**config.mk**
```make
export PLATFORM = sky130hd
export DESIGN_NAME = line_edit_buffer
export DESIGN_NICKNAME = d
export VERILOG_FILES = /design/src/hw/rtl/leb_pkg.sv /design/src/hw/rtl/line_edit_buffer.sv /design/src/hw/rtl/leb_cell.sv
export SDC_FILE = /design/constraint.sdc
export NUM_CORES = 1
export LEC_CHECK = 0
export BUFFER_PORTS_ARGS = -buffer_cell sky130_fd_sc_hd__buf_2
export CORE_ASPECT_RATIO = 1.25
export CORE_MARGIN = 3
export CORE_UTILIZATION = 44
export CTS_CLUSTER_SIZE = 28
export DETAILED_ROUTE_END_ITERATION = 10
export GPL_TIMING_DRIVEN = 0
export PLACE_DENSITY = 0.65
export SKIP_CTS_REPAIR_TIMING = 1
export SYNTH_ARGS = -nofsm -noshare
export SYNTH_HDL_FRONTEND = slang
export SYNTH_HIERARCHICAL = 1
export SYNTH_SLANG_ARGS = --single-unit
```
**constraint.sdc**
```tcl
create_clock -name clk_i -period 7.9 [get_ports clk_i]
set_input_delay 0.79 -clock clk_i [delete_from_list [all_inputs] [get_ports clk_i]]
set_output_delay 0.79 -clock clk_i [all_outputs]
set_load 0.02 [all_outputs]
```
**src/hw/rtl/leb_pkg.sv**
```systemverilog
// Shared types and constants of the line edit buffer.
`timescale 1ns / 1ps

package leb_pkg;

  localparam int unsigned CharW = 8;
  localparam int unsigned CfgIdxW = 3;

  // Configuration register indexes.
  localparam logic [CfgIdxW-1:0] CfgEraseChar   = 3'd0;
  localparam logic [CfgIdxW-1:0] CfgKillChar    = 3'd1;
  localparam logic [CfgIdxW-1:0] CfgLineEndChar = 3'd2;
  localparam logic [CfgIdxW-1:0] CfgStopChar    = 3'd3;
  localparam logic [CfgIdxW-1:0] CfgStopEnable  = 3'd4;

  // Register values after reset.
  localparam logic [CharW-1:0] EraseCharRst   = 8'd35;
  localparam logic [CharW-1:0] KillCharRst    = 8'd64;
  localparam logic [CharW-1:0] LineEndCharRst = 8'd10;
  localparam logic [CharW-1:0] StopCharRst    = 8'd33;
  localparam logic             StopEnableRst  = 1'b0;

  // Controller states: take characters, drain the stored line, send the line end.
  typedef enum logic [1:0] {
    StIdle  = 2'd0,
    StDrain = 2'd1,
    StEndl  = 2'd2
  } leb_state_e;

  // Controls broadcast to every cell of the chain.
  typedef struct packed {
    logic append;
    logic shift;
  } leb_ctrl_t;

endpackage

```
**src/hw/rtl/line_edit_buffer.sv**
```systemverilog
// Line edit buffer: a chain of character cells with erase, kill and line flush control.
// An ordinary character is stored in the cell chain when it is taken; a line end shows its first
// request on the output in the next cycle. Throughput: one edit character per cycle while idle;
// a flushed line of N characters holds the input for N+1 output requests, one per cycle while
// out_ready_i is high, as cell 0 feeds the output while the chain shifts.
// Reset: asynchronous, active low; clears the fill count, flags and registers, not the cells.
`timescale 1ns / 1ps

module line_edit_buffer #(
  parameter int unsigned LINE_DEPTH = 63
) (
  input  logic                          clk_i,
  input  logic                          rst_ni,
  input  logic                          in_valid_i,
  output logic                          in_ready_o,
  input  logic [leb_pkg::CharW-1:0]     in_char_i,
  input  logic                          end_of_text_i,
  output logic                          out_valid_o,
  input  logic                          out_ready_i,
  output logic [leb_pkg::CharW-1:0]     out_char_o,
  output logic                          line_done_o,
  output logic                          chars_lost_o,
  input  logic                          cfg_valid_i,
  output logic                          cfg_ready_o,
  input  logic [leb_pkg::CfgIdxW-1:0]   cfg_index_i,
  input  logic [leb_pkg::CharW-1:0]     cfg_data_i
);

  localparam int unsigned CntW = $clog2(LINE_DEPTH + 1);

  leb_pkg::leb_state_e       state_q, state_d;
  logic [CntW-1:0]           fill_q, fill_d;
  logic                      started_q, started_d;
  logic                      lost_q, lost_d;
  logic [leb_pkg::CharW-1:0] erase_q, kill_q, line_end_q, stop_q;
  logic                      stop_en_q;
  leb_pkg::leb_ctrl_t        ctrl;
  logic                      in_acc, out_acc, is_stop, is_end;
  logic [leb_pkg::CharW-1:0] cell_data [LINE_DEPTH];
  logic [leb_pkg::CharW-1:0] cell_next [LINE_DEPTH];
  logic [LINE_DEPTH-1:0]     cell_sel;

  // Configuration registers; out-of-range indexes are ignored.
  assign cfg_ready_o = 1'b1;

  always_ff @(posedge clk_i or negedge rst_ni) begin
    if (!rst_ni) begin
      erase_q    <= leb_pkg::EraseCharRst;
      kill_q     <= leb_pkg::KillCharRst;
      line_end_q <= leb_pkg::LineEndCharRst;
      stop_q     <= leb_pkg::StopCharRst;
      stop_en_q  <= leb_pkg::StopEnableRst;
    end else if (cfg_valid_i) begin
      case (cfg_index_i)
        leb_pkg::CfgEraseChar:   erase_q    <= cfg_data_i;
        leb_pkg::CfgKillChar:    kill_q     <= cfg_data_i;
        leb_pkg::CfgLineEndChar: line_end_q <= cfg_data_i;
        leb_pkg::CfgStopChar:    stop_q     <= cfg_data_i;
        leb_pkg::CfgStopEnable:  stop_en_q  <= cfg_data_i[0];
        default: ;
      endcase
    end
  end

  // Handshakes and character classification.
  assign in_ready_o = (state_q == leb_pkg::StIdle);
  assign in_acc     = in_valid_i && in_ready_o;
  assign out_acc    = out_valid_o && out_ready_i;
  assign is_stop    = end_of_text_i || (stop_en_q && (in_char_i == stop_q));
  assign is_end     = !is_stop && (in_char_i == line_end_q);

  // Next state, fill count and cell controls.
  always_comb begin
    state_d     = state_q;
    fill_d      = fill_q;
    started_d   = started_q;
    lost_d      = lost_q;
    ctrl.append = 1'b0;
    ctrl.shift  = 1'b0;
    case (state_q)
      leb_pkg::StIdle: begin
        if (in_acc) begin
          if (is_end || (is_stop && started_q)) begin
            state_d = (fill_q == '0) ? leb_pkg::StEndl : leb_pkg::StDrain;
          end else if (is_stop) begin
            fill_d = '0;
            lost_d = 1'b0;
          end else begin
            started_d = 1'b1;
            if (in_char_i == erase_q) begin
              if (fill_q != '0) begin
                fill_d = fill_q - CntW'(1);
              end
            end else if (in_char_i == kill_q) begin
              fill_d = '0;
            end else if (fill_q < CntW'(LINE_DEPTH)) begin
              ctrl.append = 1'b1;
              fill_d      = fill_q + CntW'(1);
            end else begin
              lost_d = 1'b1;
            end
          end
        end
      end
      leb_pkg::StDrain: begin
        if (out_acc) begin
          ctrl.shift = 1'b1;
          fill_d     = fill_q - CntW'(1);
          if (fill_q == CntW'(1)) begin
            state_d = leb_pkg::StEndl;
          end
        end
      end
      leb_pkg::StEndl: begin
        if (out_acc) begin
          fill_d    = '0;
          started_d = 1'b0;
          lost_d    = 1'b0;
          state_d   = leb_pkg::StIdle;
        end
      end
      default: begin
        state_d = leb_pkg::StIdle;
      end
    endcase
  end

  always_ff @(posedge clk_i or negedge rst_ni) begin
    if (!rst_ni) begin
      state_q   <= leb_pkg::StIdle;
      fill_q    <= '0;
      started_q <= 1'b0;
      lost_q    <= 1'b0;
    end else begin
      state_q   <= state_d;
      fill_q    <= fill_d;
      started_q <= started_d;
      lost_q    <= lost_d;
    end
  end

  // Chain of cells: each holds one character and passes it toward cell 0 while draining.
  for (genvar k = 0; k < LINE_DEPTH; k++) begin : g_cell
    assign cell_sel[k]  = (fill_q == CntW'(k));
    if (k == LINE_DEPTH - 1) begin : g_tail
      assign cell_next[k] = '0;
    end else begin : g_link
      assign cell_next[k] = cell_data[k+1];
    end
    leb_cell u_cell (
      .clk_i  (clk_i),
      .ctrl_i (ctrl),
      .sel_i  (cell_sel[k]),
      .char_i (in_char_i),
      .next_i (cell_next[k]),
      .data_o (cell_data[k])
    );
  end

  // Output request comes straight from registers: cell 0 or the line-end character.
  assign out_valid_o  = (state_q != leb_pkg::StIdle);
  assign line_done_o  = (state_q == leb_pkg::StEndl);
  assign out_char_o   = line_done_o ? line_end_q : cell_data[0];
  assign chars_lost_o = lost_q;

endmodule

```
**src/hw/rtl/leb_cell.sv**
```systemverilog
// One character cell of the line store chain.
`timescale 1ns / 1ps

module leb_cell (
  input  logic                        clk_i,
  input  leb_pkg::leb_ctrl_t          ctrl_i,
  input  logic                        sel_i,
  input  logic [leb_pkg::CharW-1:0]   char_i,
  input  logic [leb_pkg::CharW-1:0]   next_i,
  output logic [leb_pkg::CharW-1:0]   data_o
);

  logic [leb_pkg::CharW-1:0] data_q;
  logic [leb_pkg::CharW-1:0] data_d;

  // Take the neighbor's character while draining, or the new one when this is the fill slot.
  always_comb begin
    data_d = data_q;
    if (ctrl_i.shift) begin
      data_d = next_i;
    end else if (ctrl_i.append && sel_i) begin
      data_d = char_i;
    end
  end

  always_ff @(posedge clk_i) begin
    data_q <= data_d;
  end

  assign data_o = data_q;

endmodule

```
Word level (Yosys, flattened, before mapping)
Index checks and enable logic that the tools add are counted.
{ "word_totals": {"out_inout_bits": 13, "word_cells": 471, "regBits": 547} }
{ "classes": {"reduce_logical": 149, "eq_ne": 84, "order_cmp": 1, "addsub": 2, "mux": 163} }
{ "op_table": {"columns": ["operator", "count"], "rows": [
  ["$mux 8", 125],
  ["$eq 6x6->1 const B", 31],
  ["$reduce_bool 2->1", 64],
  ["$eq 6x5->1 const B", 16],
  ["$logic_and 1x1->1", 68],
  ["$mux 6", 9],
  ["$eq 6x4->1 const B", 8],
  ["$eq 8x8->1", 4],
  ["$eq 6x3->1 const B", 4],
  ["$mux 1", 19],
  ["$pmux 6 s3", 1],
  ["$reduce_and 7->1", 2],
  ["$eq 6x2->1 const B", 2],
  ["$mux 2", 6],
  ["$reduce_and 2->1", 5],
  ["$reduce_and 5->1", 2],
  ["$ne 3x3->1 const B", 3],
  ["$ne 2x1->1 const B", 4],
  ["$add 6x1->6 const B", 1],
  ["$eq 3x2->1 const B", 2],
  ["$eq 6x1->1 const B", 1],
  ["$logic_not 6->1", 1],
  ["$lt 6x6->1 const B", 1],
  ["$ne 2x2->1 const B", 3],
  ["other kinds (15)", 17]
]} }

Longest topological paths before layout
{ "depth": {"depth_word": 12, "mapped_depth": 12} }

Modules after synthesis
The synthesis kept the hierarchy.
{ "modules_own_cells": {"columns": ["mod", "n_inst", "cells_per_inst", "seq_area_each_um2", "area_per_inst_um2"], "rows": [
  ["leb_cell", 63, 18, 240.2, 380.4],
  ["line_edit_buffer", 1, 344, 1086.0, 3059.2]
]} }

Worst setup path after synthesis
No wires, ideal clock.
{ "synth_path": {"kind": "input port to flip-flop", "from": "in in_char_i[2] (netlist bit)", "to": "reg g_cell[0].u_cell.data_q, in the netlist g_cell[0].u_cell/data_o[0] (enable)", "required_ns": 7.584, "setup_time_ns": 0.316, "n_path_buf": 0, "t_arrival_ns": 6.905, "path_stages": 7, "path_slack_ns": 0.679, "cell_sequence": "xor2_1 nor4_2 a41oi_2 mux2i_2 inv_1 nor4_1 a21o_2"} }
{ "synth_lines": {"columns": ["item", "line", "source"], "rows": [
  ["from (decl)", "line_edit_buffer.sv:16", "input logic [leb_pkg::CharW-1:0] in_char_i,"],
  ["to (signal assigned)", "leb_cell.sv:27", "data_q <= data_d;"],
  ["to (decl)", "leb_cell.sv:13", "logic [leb_pkg::CharW-1:0] data_q;"]
]} }

==> results.txt <==
Initial DRC Count: 769
GRT overflow: 0
Register area share after synthesis: 0.6003
Dominant synthesized flop cell: edfxtp_1
Largest net degree at the start of global routing: 68
TritonCTS clock tree: done
Async SR Flop Fraction: 0.07861
Final Hold Fails: 0
R2R depth: 9
Crit-path max FO: 64
Max Slew Vio Count: 0
Clk Latency, worst-skew pair: 0.61 ns
Area grow syn2layout: 12.20%
Crit Path Class: input pin to register
CP Capture Type: register
Antenna Nets Post-Route: 0
Max rail drop VDD: 167.6 uV
FILL cells: 4922
Max-cap violations: 0
Setup violators final: 0
Relative slew slack: 0.3247
Global-route wire length before repair: 81390 um
Chip Width: 227.7 um
Rows: 100
Placed cells: 2351
IO Port Bufs: 36
Initial antenna violation count: 1
Synth Register Bits: 547
Final period util: 0.5498
Layout cells sized above 1: 0.4970
Fmax: 230.2 MHz
Die ar.: 64440 sq um
IO Count: 38
Pwr dens: 237.9 nW/um^2
Vias: 12890
Clk_skew: 0.01178 ns
GPL Wtd Cong: 0.7988
Vias per cell: 5.240
R2R Setup Slk: 4.19 ns
Number of global-route vias before repair: 13870
Root buffer cell: clkbuf_16
Layout Nets: 1628
Hpwl dp: 32420 um
Worst EP arrival: 4.64 ns
Cell Count, Final, Fillers Out: 2460
Final wirelength: 51650 um
Status: finished clean
Clk slew on worst S/H paths: 0.06 ns
CTS sink cnt: 547
Worst-Margin Slew: 1.005 ns
Hold Crit Class: input pin to async pin
RR Startpoint: stop_q[7]$_DFFE_PN0P_
H-tree levels: 2
Yosys top cell by area: edfxtp_1
Core ar.: 60180 sq um
DRC viols: 0
Post-Synthesis Cells: 1478
Ant diodes: 0
All-layer global routing usage: 0.1626
Worst EP required: 8.20 ns
Area of the multi-input gates: 9998 sq um
Worst Setup EP: g_cell[61].u_cell/data_o[0]$_DFFE_PP_
Starting Density: 0.4490
Tmin final: 4.343 ns
CTS max path bufs: 3
Mapped Area: 27020 sq um
Synth top area share: 0.5601
Synth area leaders: edfxtp_1 (56%), mux2_4 (28%), dfrtp_1 (3.2%)
CP Launch Type: input pin
Syn avg cell area: 18.28 sq um
Die extent in y: 283.1 um
CTS buffer count: 58
Post-synth EDFFs: 504
Yosys warnings: 6
RSZ-0062 raised after global routing: no
Synth top cells by count: edfxtp_1 (504), mux2_4 (504), nor2_1 (80)
Setup slack after layout: 3.557 ns
CP startpoint: in_char_i[0]
Pre-CTS setup slack: 2.983 ns
R2r endpoint: g_cell[61].u_cell/data_o[0]$_DFFE_PP_
Synth unique cells: 60
Wirelength per Cell: 20.99 um
Pleak: 11.23 nW
TritonRoute pass-1 iters: 5
FF+latch area: 16220 sq um
==> power breakdown <==
part,internal (W),switching (W),total [W]
sequential,0.00340,0.0000865,0.00349
combinational,0.000550,0.000590,0.00114
clock,0.00150,0.00109,0.00259
==> flip-flops by register name (all words and copies together), names as in the netlist <==
register and flops:
chars_lost_o 1, erase_q 8, fill_q 6, g_cell.u_cell/data_o 504, kill_q 8, line_end_q 8, started_q 1, state_q 2
stop_en_q 1, stop_q 8
==> worst min path at each step <==
stage	cells after the start	end
after floorplan	0	chars_lost_o$_DFFE_PN0P_
after global placement	1	stop_q[2]$_DFFE_PN0P_
after detailed placement	1	stop_q[7]$_DFFE_PN0P_
after CTS	1	stop_q[7]$_DFFE_PN0P_
after global routing	1	stop_q[7]$_DFFE_PN0P_
final	1	stop_q[7]$_DFFE_PN0P_
==> per-stage QoR <==
step                TNS [ns]  utilization  power [W]  hold WS (ns)  instance area [sq um]
floorplan                  0            -   0.004349        0.4944                  27050
global placement    -2824.62       0.4694   0.004653        0.5092                  28250
detailed placement         0       0.4741   0.004679        0.5146                  28530
CTS                        0       0.5038   0.007304        0.3367                  30320
global route               0       0.5038   0.007525        0.3839                  30320
finish                     0       0.5038   0.007212        0.3479                  30320
==> critical path, stage by stage <==
cell	delay, ns
buf_4	0.67
clkbuf_1	0.36
xnor2_1	0.14
a41oi_2	0.40
mux2i_2	0.44
inv_1	0.10
nor4_2	0.89
buf_4	0.32
buf_4	0.20
a21o_2	0.27
==> cells in the final DEF, fill, tap and decap left out, types with 3 or more instances in the layout <==
cell       netlist  routed
mux2_4         504     504
bufinv_16        0       3
buf_6           64      65
clkbuf_1        12      38
nand4_1          8       8
nand3_1          3       3
a21oi_1          4       4
o21ai_1          4       4
mux2_2          41      41
xor2_1           8       8
nor3_1           6       6
xnor2_1         26      26
clkbuf_8         0       3
a21o_2          63      63
dfrtp_1         35      35
dfstp_2          8       8
clkinv_1         0      11
clkinv_2         0       5
buf_4            2      16
nand2b_1         3       3
nand2_1         23      23
buf_16           0       7
clkbuf_16        0      59
ha_1             8       8
conb_1           2       9
nor2b_1          3       3
a31oi_1          3       3
inv_1           11      11
o21ai_0          9       9
edfxtp_1       504     504
buf_2            3      31
nor2_1          80      80
==> final cells by class <==
cell class,count,share of cell area
Clock inverter,21,0.005736
Multi-Input combinational cell,845,0.3298
Tap cell,816,0.03367
Timing Repair Buffer,50,0.01482
Buffer,82,0.02637
Inverter,11,0.001362
Clock buffer,88,0.05328
Sequential cell,547,0.5350
==> cell families after synthesis <==
| group | count (synthesis) | share of synthesized area |
|---|---|---|
| AOI/OAI and AO/OA | 104 | 0.03130 |
| xor gates and xnor gates | 34 | 0.01102 |
| adders and majority gates | 8 | 0.003704 |
| and+or+nand+nor | 143 | 0.02431 |
| buffers and inverters | 93 | 0.03111 |
| muxes | 547 | 0.2980 |
| DFF | 547 | 0.6003 |
| other | 2 | 0.0002779 |
==> metal layers <==
| metal | up-vias | track usage | wire [um] |
|---|---|---|---|
| li1 | 5894 | - | - |
| met1 | 6612 | 0.2192 | 22970 |
| met4 | 0 | 0.04568 | 1311 |
| met5 | - | 0 | 0 |
| met2 | 295 | 0.2713 | 25210 |
| met3 | 90 | 0.02734 | 2152 |
Note: power is estimated with default switching activity, not from simulation.
